===== src/rtl/core/ghi_pkg.sv =====
// shared types, constants and microprogram for the gyro heading integrator
package ghi_pkg;

   // field widths
   localparam int SAMPLE_W    = 8;
   localparam int TICK_W      = 8;
   localparam int OVF_FIELD_W = 16;
   localparam int MARGIN_W    = 5;
   localparam int GAIN_W      = 16;
   localparam int CODE_W      = 8;
   localparam int CSR_W       = 16;
   localparam int CSR_IDX_W   = 2;
   localparam int ANGLE_W     = 48;
   localparam int STEP_W      = 4;
   localparam int RATE_W      = 3;
   localparam int QUAD_W      = 3;
   localparam int BIN_W       = 4;
   localparam int XI_W        = 9;
   localparam int X3_W        = 12;
   localparam int VBIN_W      = 10;

   // register indexes
   localparam logic [CSR_IDX_W-1:0] CSR_AXIS_MARGIN = 2'd0;
   localparam logic [CSR_IDX_W-1:0] CSR_GAIN_POS    = 2'd1;
   localparam logic [CSR_IDX_W-1:0] CSR_GAIN_NEG    = 2'd2;

   // register reset values
   localparam logic [MARGIN_W-1:0] MARGIN_RESET   = 5'd5;
   localparam logic [GAIN_W-1:0]   GAIN_POS_RESET = 16'd1874;
   localparam logic [GAIN_W-1:0]   GAIN_NEG_RESET = 16'd1954;

   // arithmetic constants
   localparam int TICK_SHIFT     = 6;
   localparam int GAIN_FRAC      = 16;
   localparam logic [RATE_W-1:0] RATE_SCALE = 3'd5;
   localparam int RATE_SHIFT     = 8;
   localparam int HALF_TURN_DEG  = 180;
   localparam int FULL_TURN_DEG  = 360;
   localparam int QUARTER_DEG    = 90;
   localparam int BIN_FRAC       = 3;
   localparam int RECIP_QUARTER  = 729;
   localparam int RECIP_BIN      = 1457;
   localparam int RECIP_SHIFT    = 16;

   localparam logic signed [ANGLE_W-1:0] ANGLE_MAX = {1'b0, {(ANGLE_W-1){1'b1}}};
   localparam logic signed [ANGLE_W-1:0] ANGLE_MIN = {1'b1, {(ANGLE_W-1){1'b0}}};

   // sector codes
   localparam logic [CODE_W-1:0] CODE_RESET      = 8'h40;
   localparam logic [CODE_W-1:0] CODE_MAX        = 8'h80;
   localparam logic [CODE_W-1:0] CODE_BIN_OFFSET = 8'h10;
   localparam logic [CODE_W-1:0] CODE_NONE       = 8'h00;

   typedef struct packed {
      logic [SAMPLE_W-1:0]    sample;
      logic [TICK_W-1:0]      tick_count;
      logic [OVF_FIELD_W-1:0] overflow_count;
   } req_type;

   typedef struct packed {
      logic [CODE_W-1:0] heading_code;
      logic              calibrating;
   } rsp_type;

   typedef logic [STEP_W-1:0] step_type;

   typedef enum logic [3:0] {
      OP_WAIT,
      OP_NOP,
      OP_MUL_GAIN,
      OP_MUL_RATE,
      OP_ACCUM,
      OP_WRAP,
      OP_OFFSET,
      OP_QUAD,
      OP_CODE,
      OP_CALIB,
      OP_EMIT
   } op_type;

   typedef enum logic [1:0] {
      COND_NEXT,
      COND_ALWAYS,
      COND_NO_REF
   } cond_type;

   typedef struct packed {
      op_type   op;
      cond_type cond;
      step_type target;
   } ucode_type;

   typedef struct packed {
      logic req_fire;
      logic out_full;
      logic no_ref;
   } seq_status_type;

   // program addresses
   localparam step_type STEP_WAIT  = 4'd0;
   localparam step_type STEP_CHECK = 4'd1;
   localparam step_type STEP_GAIN  = 4'd2;
   localparam step_type STEP_RATE  = 4'd3;
   localparam step_type STEP_ACCUM = 4'd4;
   localparam step_type STEP_WRAP  = 4'd5;
   localparam step_type STEP_OFFS  = 4'd6;
   localparam step_type STEP_QUAD  = 4'd7;
   localparam step_type STEP_CODE  = 4'd8;
   localparam step_type STEP_CALIB = 4'd9;
   localparam step_type STEP_EMIT  = 4'd10;
   localparam step_type STEP_LAST  = STEP_EMIT;

   // control store
   function automatic ucode_type ucode_rom(input step_type step);
      ucode_type word;
      unique case (step)
         STEP_WAIT:  word = '{OP_WAIT,     COND_NEXT,   STEP_WAIT};
         STEP_CHECK: word = '{OP_NOP,      COND_NO_REF, STEP_CALIB};
         STEP_GAIN:  word = '{OP_MUL_GAIN, COND_NEXT,   STEP_WAIT};
         STEP_RATE:  word = '{OP_MUL_RATE, COND_NEXT,   STEP_WAIT};
         STEP_ACCUM: word = '{OP_ACCUM,    COND_NEXT,   STEP_WAIT};
         STEP_WRAP:  word = '{OP_WRAP,     COND_NEXT,   STEP_WAIT};
         STEP_OFFS:  word = '{OP_OFFSET,   COND_NEXT,   STEP_WAIT};
         STEP_QUAD:  word = '{OP_QUAD,     COND_NEXT,   STEP_WAIT};
         STEP_CODE:  word = '{OP_CODE,     COND_ALWAYS, STEP_EMIT};
         STEP_CALIB: word = '{OP_CALIB,    COND_NEXT,   STEP_WAIT};
         STEP_EMIT:  word = '{OP_EMIT,     COND_ALWAYS, STEP_WAIT};
         default:    word = '{OP_NOP,      COND_ALWAYS, STEP_WAIT};
      endcase
      return word;
   endfunction

endpackage


===== src/rtl/core/ghi_seq.sv =====
// microprogram sequencer: step counter, control store and jump logic
module ghi_seq (
   input  logic                     clock,
   input  logic                     reset,
   input  ghi_pkg::seq_status_type  status,
   output ghi_pkg::ucode_type       ctrl
);

   ghi_pkg::step_type step_ff;
   ghi_pkg::step_type step_in;
   logic              hold;
   logic              jump;

   assign ctrl = ghi_pkg::ucode_rom(step_ff);

   // wait and emit steps stall on their handshakes
   assign hold = ((ctrl.op == ghi_pkg::OP_WAIT) && !status.req_fire) ||
                 ((ctrl.op == ghi_pkg::OP_EMIT) && status.out_full);

   assign jump = (ctrl.cond == ghi_pkg::COND_ALWAYS) ||
                 ((ctrl.cond == ghi_pkg::COND_NO_REF) && status.no_ref);

   always_comb begin
      priority if (hold) begin
         step_in = step_ff;
      end else if (jump) begin
         step_in = ctrl.target;
      end else begin
         step_in = step_ff + ghi_pkg::step_type'(1);
      end
   end

   always_ff @(posedge clock) begin
      if (reset) begin
         step_ff <= ghi_pkg::STEP_WAIT;
      end else begin
         step_ff <= step_in;
      end
   end

   a_step_in_program: assert property (@(posedge clock) disable iff (reset)
      step_ff <= ghi_pkg::STEP_LAST)
      else $error("step counter left the program");

   a_wait_holds: assert property (@(posedge clock) disable iff (reset)
      (ctrl.op == ghi_pkg::OP_WAIT) && !status.req_fire |=> ctrl.op == ghi_pkg::OP_WAIT)
      else $error("sequencer left wait without a word");

   a_emit_returns: assert property (@(posedge clock) disable iff (reset)
      (ctrl.op == ghi_pkg::OP_EMIT) && !status.out_full |=> step_ff == ghi_pkg::STEP_WAIT)
      else $error("emit did not return to wait");

endmodule


===== src/rtl/core/gyro_heading_integrator_top.sv =====
// top level of the gyro heading integrator: csr bank, datapath and output register
//
// Integrates 8-bit gyro samples into a 48-bit signed heading angle with
// ANGLE_FRAC_BITS fraction bits and reports a sector code per sample. The
// first word after reset is taken as the zero-rate reference and answered
// with the previous code and calibrating set. Each later word gives the rate
// trunc((sample-ref)*5/256), scaled by (tick_count + 64*overflow_count) and
// the gain for its sign, added with saturation, wrapped once by 360 degrees
// and coded. Control is a microprogram walked one step per cycle by a small
// sequencer, save where wait stalls for a word and emit for a full output;
// the datapath holds one 23x16 multiplier, a small rate multiply, a wide adder
// and two reciprocal multiplies for the quadrant and bin. An integration word
// walks check, gain, rate, accumulate, wrap, offset, quadrant, code and emit
// up to its result in the output register, a calibration word check, calibrate
// and emit; the next word is taken once the program is back at wait, even while
// the previous result sits in the output register. Registers must be written
// through the csr port only while the block is idle; nothing enforces it.
module gyro_heading_integrator_top #(
   parameter int ANGLE_FRAC_BITS = 16,
   parameter int OVERFLOW_BITS   = 16
) (
   input  logic                              clock,
   input  logic                              reset,
   // input words
   input  logic                              req_valid,
   output logic                              req_ready,
   input  ghi_pkg::req_type                  req_data,
   // result words
   output logic                              rsp_valid,
   input  logic                              rsp_ready,
   output ghi_pkg::rsp_type                  rsp_data,
   // register writes
   input  logic                              csr_we,
   input  logic [ghi_pkg::CSR_IDX_W-1:0]     csr_index,
   input  logic [ghi_pkg::CSR_W-1:0]         csr_wdata
);

   localparam int AW     = ghi_pkg::ANGLE_W;
   localparam int F      = ANGLE_FRAC_BITS;
   // only this many overflow bits count
   localparam int OVF_W  = (OVERFLOW_BITS < ghi_pkg::OVF_FIELD_W) ?
                           OVERFLOW_BITS : ghi_pkg::OVF_FIELD_W;
   localparam int ELAP_W = OVF_W + ghi_pkg::TICK_SHIFT + 1;
   localparam int P1_W   = ELAP_W + ghi_pkg::GAIN_W;
   localparam int MAG_W  = P1_W + ghi_pkg::RATE_W;
   // align gain fraction to the angle fraction
   localparam int SHL    = (F >= ghi_pkg::GAIN_FRAC) ? F - ghi_pkg::GAIN_FRAC : 0;
   localparam int SHR    = (F < ghi_pkg::GAIN_FRAC) ? ghi_pkg::GAIN_FRAC - F : 0;
   localparam int INC_W  = MAG_W + SHL;
   localparam int SUM_W  = ((INC_W > AW) ? INC_W : AW) + 2;
   localparam int XW     = AW + 1;
   localparam int QP_W   = ghi_pkg::XI_W + 10;
   localparam int BP_W   = ghi_pkg::VBIN_W + 11;

   localparam logic signed [AW-1:0] DEG360 =
      AW'(ghi_pkg::FULL_TURN_DEG) << ANGLE_FRAC_BITS;

   // sequencer
   ghi_pkg::ucode_type      ctrl;
   ghi_pkg::seq_status_type status;

   // config
   logic [ghi_pkg::MARGIN_W-1:0] margin_ff;
   logic [ghi_pkg::GAIN_W-1:0]   gain_pos_ff;
   logic [ghi_pkg::GAIN_W-1:0]   gain_neg_ff;

   // state
   logic                         ref_valid_ff;
   logic [ghi_pkg::SAMPLE_W-1:0] zero_ref_ff;
   logic signed [AW-1:0]         angle_ff;
   logic [ghi_pkg::CODE_W-1:0]   last_code_ff;

   // working registers
   ghi_pkg::req_type             in_ff;
   logic [P1_W-1:0]              prod_ff;
   logic [ghi_pkg::RATE_W-1:0]   rmag_ff;
   logic                         neg_ff;
   logic [MAG_W-1:0]             mag_ff;
   logic [XW-1:0]                x_ff;
   logic [ghi_pkg::QUAD_W-1:0]   q_ff;
   logic                         inrange_ff;
   logic                         cal_ff;
   logic                         rsp_valid_ff;
   ghi_pkg::rsp_type             rsp_data_ff;

   // handshakes
   logic req_fire;
   logic out_full;
   logic emit_go;

   assign req_ready = (ctrl.op == ghi_pkg::OP_WAIT);
   assign req_fire  = req_valid && req_ready;
   assign out_full  = rsp_valid_ff && !rsp_ready;
   assign emit_go   = (ctrl.op == ghi_pkg::OP_EMIT) && !out_full;
   assign rsp_valid = rsp_valid_ff;
   assign rsp_data  = rsp_data_ff;

   assign status = '{req_fire: req_fire, out_full: out_full, no_ref: !ref_valid_ff};

   ghi_seq u_seq (
      .clock  (clock),
      .reset  (reset),
      .status (status),
      .ctrl   (ctrl)
   );

   // rate and elapsed time
   logic [ghi_pkg::SAMPLE_W:0]   diff9;
   logic [ghi_pkg::SAMPLE_W-1:0] adiff;
   logic [10:0]                  rate_scaled;
   logic [ghi_pkg::RATE_W-1:0]   rmag_in;
   logic                         neg_in;
   logic [ELAP_W-1:0]            elapsed;
   logic [ghi_pkg::GAIN_W-1:0]   gain_sel;
   logic [P1_W-1:0]              prod_in;

   assign diff9 = {1'b0, in_ff.sample} - {1'b0, zero_ref_ff};
   assign adiff = diff9[ghi_pkg::SAMPLE_W] ? ghi_pkg::SAMPLE_W'(-diff9) :
                                             diff9[ghi_pkg::SAMPLE_W-1:0];
   // truncation toward zero; differences within one count give zero anyway
   assign rate_scaled = 11'(adiff) * 11'(ghi_pkg::RATE_SCALE);
   assign rmag_in     = rate_scaled[ghi_pkg::RATE_SHIFT +: ghi_pkg::RATE_W];
   assign neg_in      = diff9[ghi_pkg::SAMPLE_W] && (rmag_in != '0);
   assign elapsed     = ELAP_W'(in_ff.tick_count) +
                        (ELAP_W'(in_ff.overflow_count[OVF_W-1:0]) << ghi_pkg::TICK_SHIFT);
   assign gain_sel    = neg_in ? gain_neg_ff : gain_pos_ff;
   assign prod_in     = P1_W'(elapsed) * P1_W'(gain_sel);

   // accumulate with saturation
   logic [INC_W-1:0]        inc;
   logic signed [SUM_W-1:0] angle_ext;
   logic signed [SUM_W-1:0] inc_ext;
   logic signed [SUM_W-1:0] sum;
   logic [SUM_W-AW:0]       sum_top;
   logic signed [AW-1:0]    sat_in;

   assign inc       = (INC_W'(mag_ff) << SHL) >> SHR;
   assign angle_ext = {{(SUM_W-AW){angle_ff[AW-1]}}, angle_ff};
   assign inc_ext   = {{(SUM_W-INC_W){1'b0}}, inc};
   assign sum       = neg_ff ? angle_ext - inc_ext : angle_ext + inc_ext;
   assign sum_top   = sum[SUM_W-1:AW-1];

   always_comb begin
      priority if ((&sum_top) || !(|sum_top)) begin
         sat_in = sum[AW-1:0];
      end else if (sum[SUM_W-1]) begin
         sat_in = ghi_pkg::ANGLE_MIN;
      end else begin
         sat_in = ghi_pkg::ANGLE_MAX;
      end
   end

   // wrap once by a full turn
   logic [7:0]           half8;
   logic signed [AW-1:0] half_fx;
   logic signed [AW-1:0] wrap_in;

   assign half8   = 8'(ghi_pkg::HALF_TURN_DEG) + 8'(margin_ff);
   assign half_fx = AW'(half8) << ANGLE_FRAC_BITS;

   always_comb begin
      priority if (angle_ff < -half_fx) begin
         wrap_in = angle_ff + DEG360;
      end else if (angle_ff > half_fx) begin
         wrap_in = angle_ff - DEG360;
      end else begin
         wrap_in = angle_ff;
      end
   end

   // offset so the coded span starts at zero
   logic [XW-1:0] x_in;
   assign x_in = {angle_ff[AW-1], angle_ff} + {1'b0, half_fx};

   // quadrant via reciprocal of 90 on the integer degrees
   logic [ghi_pkg::XI_W-1:0]   xi;
   logic [QP_W-1:0]            quad_prod;
   logic [ghi_pkg::QUAD_W-1:0] q_in;
   logic [8:0]                 span9;
   logic [AW-1:0]              span_fx;
   logic                       inrange_in;

   assign xi         = x_ff[F +: ghi_pkg::XI_W];
   assign quad_prod  = QP_W'(xi) * QP_W'(ghi_pkg::RECIP_QUARTER);
   assign q_in       = quad_prod[ghi_pkg::RECIP_SHIFT +: ghi_pkg::QUAD_W];
   assign span9      = 9'(ghi_pkg::FULL_TURN_DEG) + {3'b000, margin_ff, 1'b0};
   assign span_fx    = AW'(span9) << ANGLE_FRAC_BITS;
   assign inrange_in = !x_ff[XW-1] && (x_ff[AW-1:0] < span_fx);

   // axis test and 5.625 degree bin
   logic [ghi_pkg::XI_W-1:0]   quad_base;
   logic [ghi_pkg::XI_W-1:0]   d9;
   logic                       on_axis;
   logic [ghi_pkg::X3_W-1:0]   x3;
   logic [ghi_pkg::X3_W-1:0]   v12;
   logic [BP_W-1:0]            bin_prod;
   logic [ghi_pkg::BIN_W-1:0]  bin;
   logic [ghi_pkg::CODE_W-1:0] region;
   logic [ghi_pkg::CODE_W-1:0] code_in;

   assign quad_base = ghi_pkg::XI_W'(q_ff) * ghi_pkg::XI_W'(ghi_pkg::QUARTER_DEG);
   assign d9        = xi - quad_base;
   assign on_axis   = d9 < {3'b000, margin_ff, 1'b0};
   assign x3        = x_ff[F-ghi_pkg::BIN_FRAC +: ghi_pkg::X3_W];
   assign v12       = x3 - {4'b0000, margin_ff, 3'b000} -
                      (ghi_pkg::X3_W'(quad_base) << ghi_pkg::BIN_FRAC);
   assign bin_prod  = BP_W'(v12[ghi_pkg::VBIN_W-1:0]) * BP_W'(ghi_pkg::RECIP_BIN);
   assign bin       = bin_prod[ghi_pkg::RECIP_SHIFT +: ghi_pkg::BIN_W];
   assign region    = {q_ff, 5'b00000};

   always_comb begin
      priority if (!inrange_ff) begin
         code_in = ghi_pkg::CODE_NONE;
      end else if (on_axis) begin
         code_in = region;
      end else begin
         code_in = region + ghi_pkg::CODE_BIN_OFFSET + {4'b0000, bin};
      end
   end

   // control state, config and integrator state
   always_ff @(posedge clock) begin
      if (reset) begin
         margin_ff    <= ghi_pkg::MARGIN_RESET;
         gain_pos_ff  <= ghi_pkg::GAIN_POS_RESET;
         gain_neg_ff  <= ghi_pkg::GAIN_NEG_RESET;
         ref_valid_ff <= 1'b0;
         angle_ff     <= '0;
         last_code_ff <= ghi_pkg::CODE_RESET;
         rsp_valid_ff <= 1'b0;
      end else begin
         if (csr_we) begin
            unique case (csr_index)
               ghi_pkg::CSR_AXIS_MARGIN: margin_ff   <= csr_wdata[ghi_pkg::MARGIN_W-1:0];
               ghi_pkg::CSR_GAIN_POS:    gain_pos_ff <= csr_wdata;
               ghi_pkg::CSR_GAIN_NEG:    gain_neg_ff <= csr_wdata;
               default: ;  // unused index, write dropped
            endcase
         end
         if (ctrl.op == ghi_pkg::OP_CALIB) begin
            ref_valid_ff <= 1'b1;
         end
         if (ctrl.op == ghi_pkg::OP_ACCUM) begin
            angle_ff <= sat_in;
         end else if (ctrl.op == ghi_pkg::OP_WRAP) begin
            angle_ff <= wrap_in;
         end
         if (ctrl.op == ghi_pkg::OP_CODE) begin
            last_code_ff <= code_in;
         end
         if (emit_go) begin
            rsp_valid_ff <= 1'b1;
         end else if (rsp_ready) begin
            rsp_valid_ff <= 1'b0;
         end
      end
   end

   // datapath registers
   always_ff @(posedge clock) begin
      if (req_fire) begin
         in_ff <= req_data;
      end
      unique case (ctrl.op)
         ghi_pkg::OP_MUL_GAIN: begin
            prod_ff <= prod_in;
            rmag_ff <= rmag_in;
            neg_ff  <= neg_in;
         end
         ghi_pkg::OP_MUL_RATE: begin
            mag_ff <= MAG_W'(prod_ff) * MAG_W'(rmag_ff);
         end
         ghi_pkg::OP_OFFSET: begin
            x_ff <= x_in;
         end
         ghi_pkg::OP_QUAD: begin
            q_ff       <= q_in;
            inrange_ff <= inrange_in;
         end
         ghi_pkg::OP_CODE: begin
            cal_ff <= 1'b0;
         end
         ghi_pkg::OP_CALIB: begin
            zero_ref_ff <= in_ff.sample;
            cal_ff      <= 1'b1;
         end
         ghi_pkg::OP_EMIT: begin
            if (!out_full) begin
               rsp_data_ff <= '{heading_code: last_code_ff, calibrating: cal_ff};
            end
         end
         default: ;  // wait, check, accumulate and wrap touch no datapath register here
      endcase
   end

   a_code_in_span: assert property (@(posedge clock) disable iff (reset)
      rsp_valid |-> rsp_data.heading_code <= ghi_pkg::CODE_MAX)
      else $error("sector code beyond last region");

   a_cal_sets_ref: assert property (@(posedge clock) disable iff (reset)
      rsp_valid && rsp_data.calibrating |-> ref_valid_ff)
      else $error("calibration word out without reference");

   a_angle_moves_in_steps: assert property (@(posedge clock) disable iff (reset)
      !$stable(angle_ff) |-> $past(reset) ||
         $past(ctrl.op == ghi_pkg::OP_ACCUM) || $past(ctrl.op == ghi_pkg::OP_WRAP))
      else $error("heading changed outside accumulate or wrap");

endmodule

===== config.mk =====
export PLATFORM = sky130hd
export DESIGN_NAME = gyro_heading_integrator_top
export DESIGN_NICKNAME = d
export VERILOG_FILES = /design/src/rtl/core/ghi_pkg.sv /design/src/rtl/core/ghi_seq.sv /design/src/rtl/core/gyro_heading_integrator_top.sv
export SDC_FILE = /design/constraint.sdc
export NUM_CORES = 2
export LEC_CHECK = 0
export ABC_AREA = 1
export BUFFER_PORTS_ARGS = -buffer_cell sky130_fd_sc_hd__buf_2
export CORE_ASPECT_RATIO = 0.5
export CORE_MARGIN = 1.5
export CORE_UTILIZATION = 40
export CTS_CLUSTER_SIZE = 16
export DETAILED_ROUTE_END_ITERATION = 10
export MAX_ROUTING_LAYER = met4
export REMOVE_ABC_BUFFERS = 1
export SETUP_SLACK_MARGIN = 0.05
export SYNTH_ARGS = -nofsm -noshare
export SYNTH_HDL_FRONTEND = slang
export SYNTH_SLANG_ARGS = --single-unit

===== constraint.sdc =====
create_clock -name clock -period 10.58 [get_ports clock]
set_input_delay 2.116 -clock clock [delete_from_list [all_inputs] [get_ports clock]]
set_output_delay 2.116 -clock clock [all_outputs]
set_load 0.03 [all_outputs]

==> implementation parameters <==
Parameter                              Value

Status
  Status    complete, no violations

Logic synthesis
  Top cells by area in the synthesized netlist    sky130_fd_sc_hd__fa_1, sky130_fd_sc_hd__edfxtp_1, sky130_fd_sc_hd__ha_1
  Warnings from Yosys    0
  Number of enable flip-flop cells after synthesis    175
  Proportion of synthesized chip area in sequential cells    19.7%
  Number of instances in the synthesized netlist    4761
  Post-synthesis register bit count    282
  Main synth FF type    sky130_fd_sc_hd__edfxtp_1
  Post-Syn Area per Cell    7.87 um^2
  Share of the synthesized area in the top cell type    20.6%
  Asr flop ratio synth    0%
  Yosys cell types    54
  Total standard cell area after synthesis    37500 um^2
  Yosys top cell by area    sky130_fd_sc_hd__fa_1

Drt
  Remaining number of nets flagged by the antenna check after routing    0
  Final wirelength    106000 um
  Vias per cell    5.20
  Via count    31600
  Iteration-0 DRC Markers    2014
  DRC violations left    0
  Mean routed wirelength per cell    17.4 um
  1st-pass router iterations    5

STA
  Worst Hold Margin    426 ps
  Final-report max-slew violation count    0
  Clk_skew    15.3 ps
  Worst Max-Slew Pin Slew    1230 ps
  Final total negative setup slack    0 ps
  Total count of hold-check failures in the final report    0
  Normalized max-slew margin    17.4%
  RSZ-0062 raised after global routing    no
  Setup Viol. Count Final    0
  Share of the clock period used by the worst path    92.4%
  Maximum achievable frequency    102 MHz
  Final worst setup slack    806 ps
  Shortest period the worst path allows    9770 ps

Setup path
  Critical path peak fanout    21
  Setup slack on the worst flop-to-flop path    810 ps
  Gate family responsible for the most delay along the worst path    adder cells
  Worst Path Buf+Inv    10
  Worst Path Class, Setup    reg -> reg
  Slowest cell on the critical path    sky130_fd_sc_hd__fa_1
  Worst Path Arrival    10090 ps
  Longest individual stage delay on the worst path    540 ps
  Top cell by count, worst path    sky130_fd_sc_hd__nand2_1
  Critical Path Sink Type    register
  Data required time at the worst endpoint    10900 ps
  Worst setup SP type    register

Clock network
  Number of H-tree branching levels    2
  Clock transition time at the flip-flop clock pins of the worst setup and hold paths    60 ps
  Maximum buffer depth of the clock tree    3
  Clock sinks    282
  Hold bufs inserted after CTS    0
  CTS tree    done
  Root buf cell    sky130_fd_sc_hd__clkbuf_16
  Inserted Clock Buffers    35
  Clock insertion delay at the later pin of the skew report    570 ps

Placed design
  HPWL after detailed placement    87800 um
  Pre-CTS worst setup slack    506 ps
  Port Buffers    65
  DP Area    39100 um^2
  Routability Congestion    0.956

Cells and area
  Antenna diode count    0
  Final design instance area without fill    40400 um^2
  Number of filler instances in the final layout    9371
  Total area of sequential cells    7400 um^2
  Synthesis-to-finish area growth    7.71%
  Share of final-layout standard cells stronger than drive strength 1    4.77%
  Area of the multi-input gates    26000 um^2
  Final #Nets    5636

Global routing
  Number of antenna violations at the first check in global routing    2
  Pin count of the biggest net entering global routing    52
  Vias in the first global route    32300
  All-Layer GR Usage    22.9%
  Aggregate global routing overflow    0
  Wire length of the first global-routing pass    170000 um

Floorplanning
  Io pins    66
  Placement row count    79
  Vert. Die Dim    219 um
  Width of the die    436 um
  Core ar.    92900 um^2
  Initial Utilization    40.3%
  Die outline area    95700 um^2

Worst hold path
  Class of the tightest hold or removal check    reg -> reg

Flow run
  Max-cap violations    0
path summary, 6_finish.rpt:
check	cells past startpoint	startpoint	to
min	0	cal_ff	rsp_data[0]
min reg2reg	0	cal_ff	rsp_data[0]
max	50	in_ff[24]	prod_ff[25]
max reg2reg	50	in_ff[24]	prod_ff[25]
flip-flops by register name (all words and copies together) (netlist names):
name	count
angle_ff	48
cal_ff	1
gain_neg_ff	16
gain_pos_ff	16
in_ff	32
inc	42
inrange_ff	1
last_code_ff	8
margin_ff	5
neg_ff	1
prod_ff	39
q_ff	3
ref_valid_ff	1
rmag_ff	3
rsp_data	9
rsp_valid	1
u_seq.ctrl	8
u_seq.step_ff	4
x_ff	36
zero_ref_ff	8
cell usage in the layout, fill, tap and decap left out, drive strengths merged, types with 3 or more instances in the layout:
cell type / instances
clkbuf: 43
and3: 4
xnor2: 93
o21ai: 189
inv: 972
or2: 9
fa: 385
nor2: 460
xor2: 153
dfxtp: 107
a31oi: 34
a21boi: 9
nor3: 49
o21bai: 12
o221ai: 6
nand3: 403
o31ai: 3
nand3b: 4
a211oi: 9
buf: 106
ha: 405
nand4: 34
o211ai: 25
o21a: 12
edfxtp: 175
o2111ai: 4
clkinv: 20
nand2: 707
nor4: 29
a21o: 26
a21oi: 316
per-stage QoR:
step | utilization (%) | instances
after detailed placement | 42.1 | 6004
final | 43.5 | 6073
after global placement | 42.1 | 6004
after floorplan | - | 4648
after global routing | 43.5 | 6073
after CTS | 43.3 | 6068
layer usage:
metal  GRT usage (%)  routed length [um]  vias to the layer above
met3            2.62                5270                      219
met1            29.1               47800                    15200
met2            37.6               48100                      847
met5               -                   0                        -
li1                -                   -                    15300
met4            9.05                4510                        0
cells by family after synthesis:
logic type                 share of synthesized area, %
xor gates and xnor gates                           5.75
buffers and inverters                              11.1
adders and majority gates                          34.1
AOI/OAI and AO/OA                                  9.71
DFF                                                19.7
and+or+nand+nor                                    19.6
final cells by class:
class	instances	share of cell area [%]
Multi-Input combinational cell	3393	64.4
Sequential cell	282	18.3
Inverter	973	9.05
Tap cell	1255	3.89
Clock buffer	43	2.37
Timing Repair Buffer	106	1.58
Clock inverter	21	0.406
repair_timing:
item                                    in CTS  in global routing
buffers inserted                             0                  5
gates resized for setup                      0                 17
endpoints found under the setup margin       0                 13
synthesized netlist by cell type, drive strengths merged, types with 25 or more instances:
| cell type | instances |
|---|---|
| a21o | 26 |
| a21oi | 316 |
| a31oi | 34 |
| buf | 53 |
| clkbuf | 60 |
| dfxtp | 107 |
| edfxtp | 175 |
| fa | 385 |
| ha | 405 |
| inv | 963 |
| nand2 | 707 |
| nand3 | 403 |
| nand4 | 34 |
| nor2 | 460 |
| nor3 | 49 |
| nor4 | 29 |
| o211ai | 25 |
| o21ai | 189 |
| xnor2 | 93 |
| xor2 | 153 |
Power is left out: the tool's default activity adds up to more than one toggle a clock period on the data nets, which glitch-free logic cannot reach.
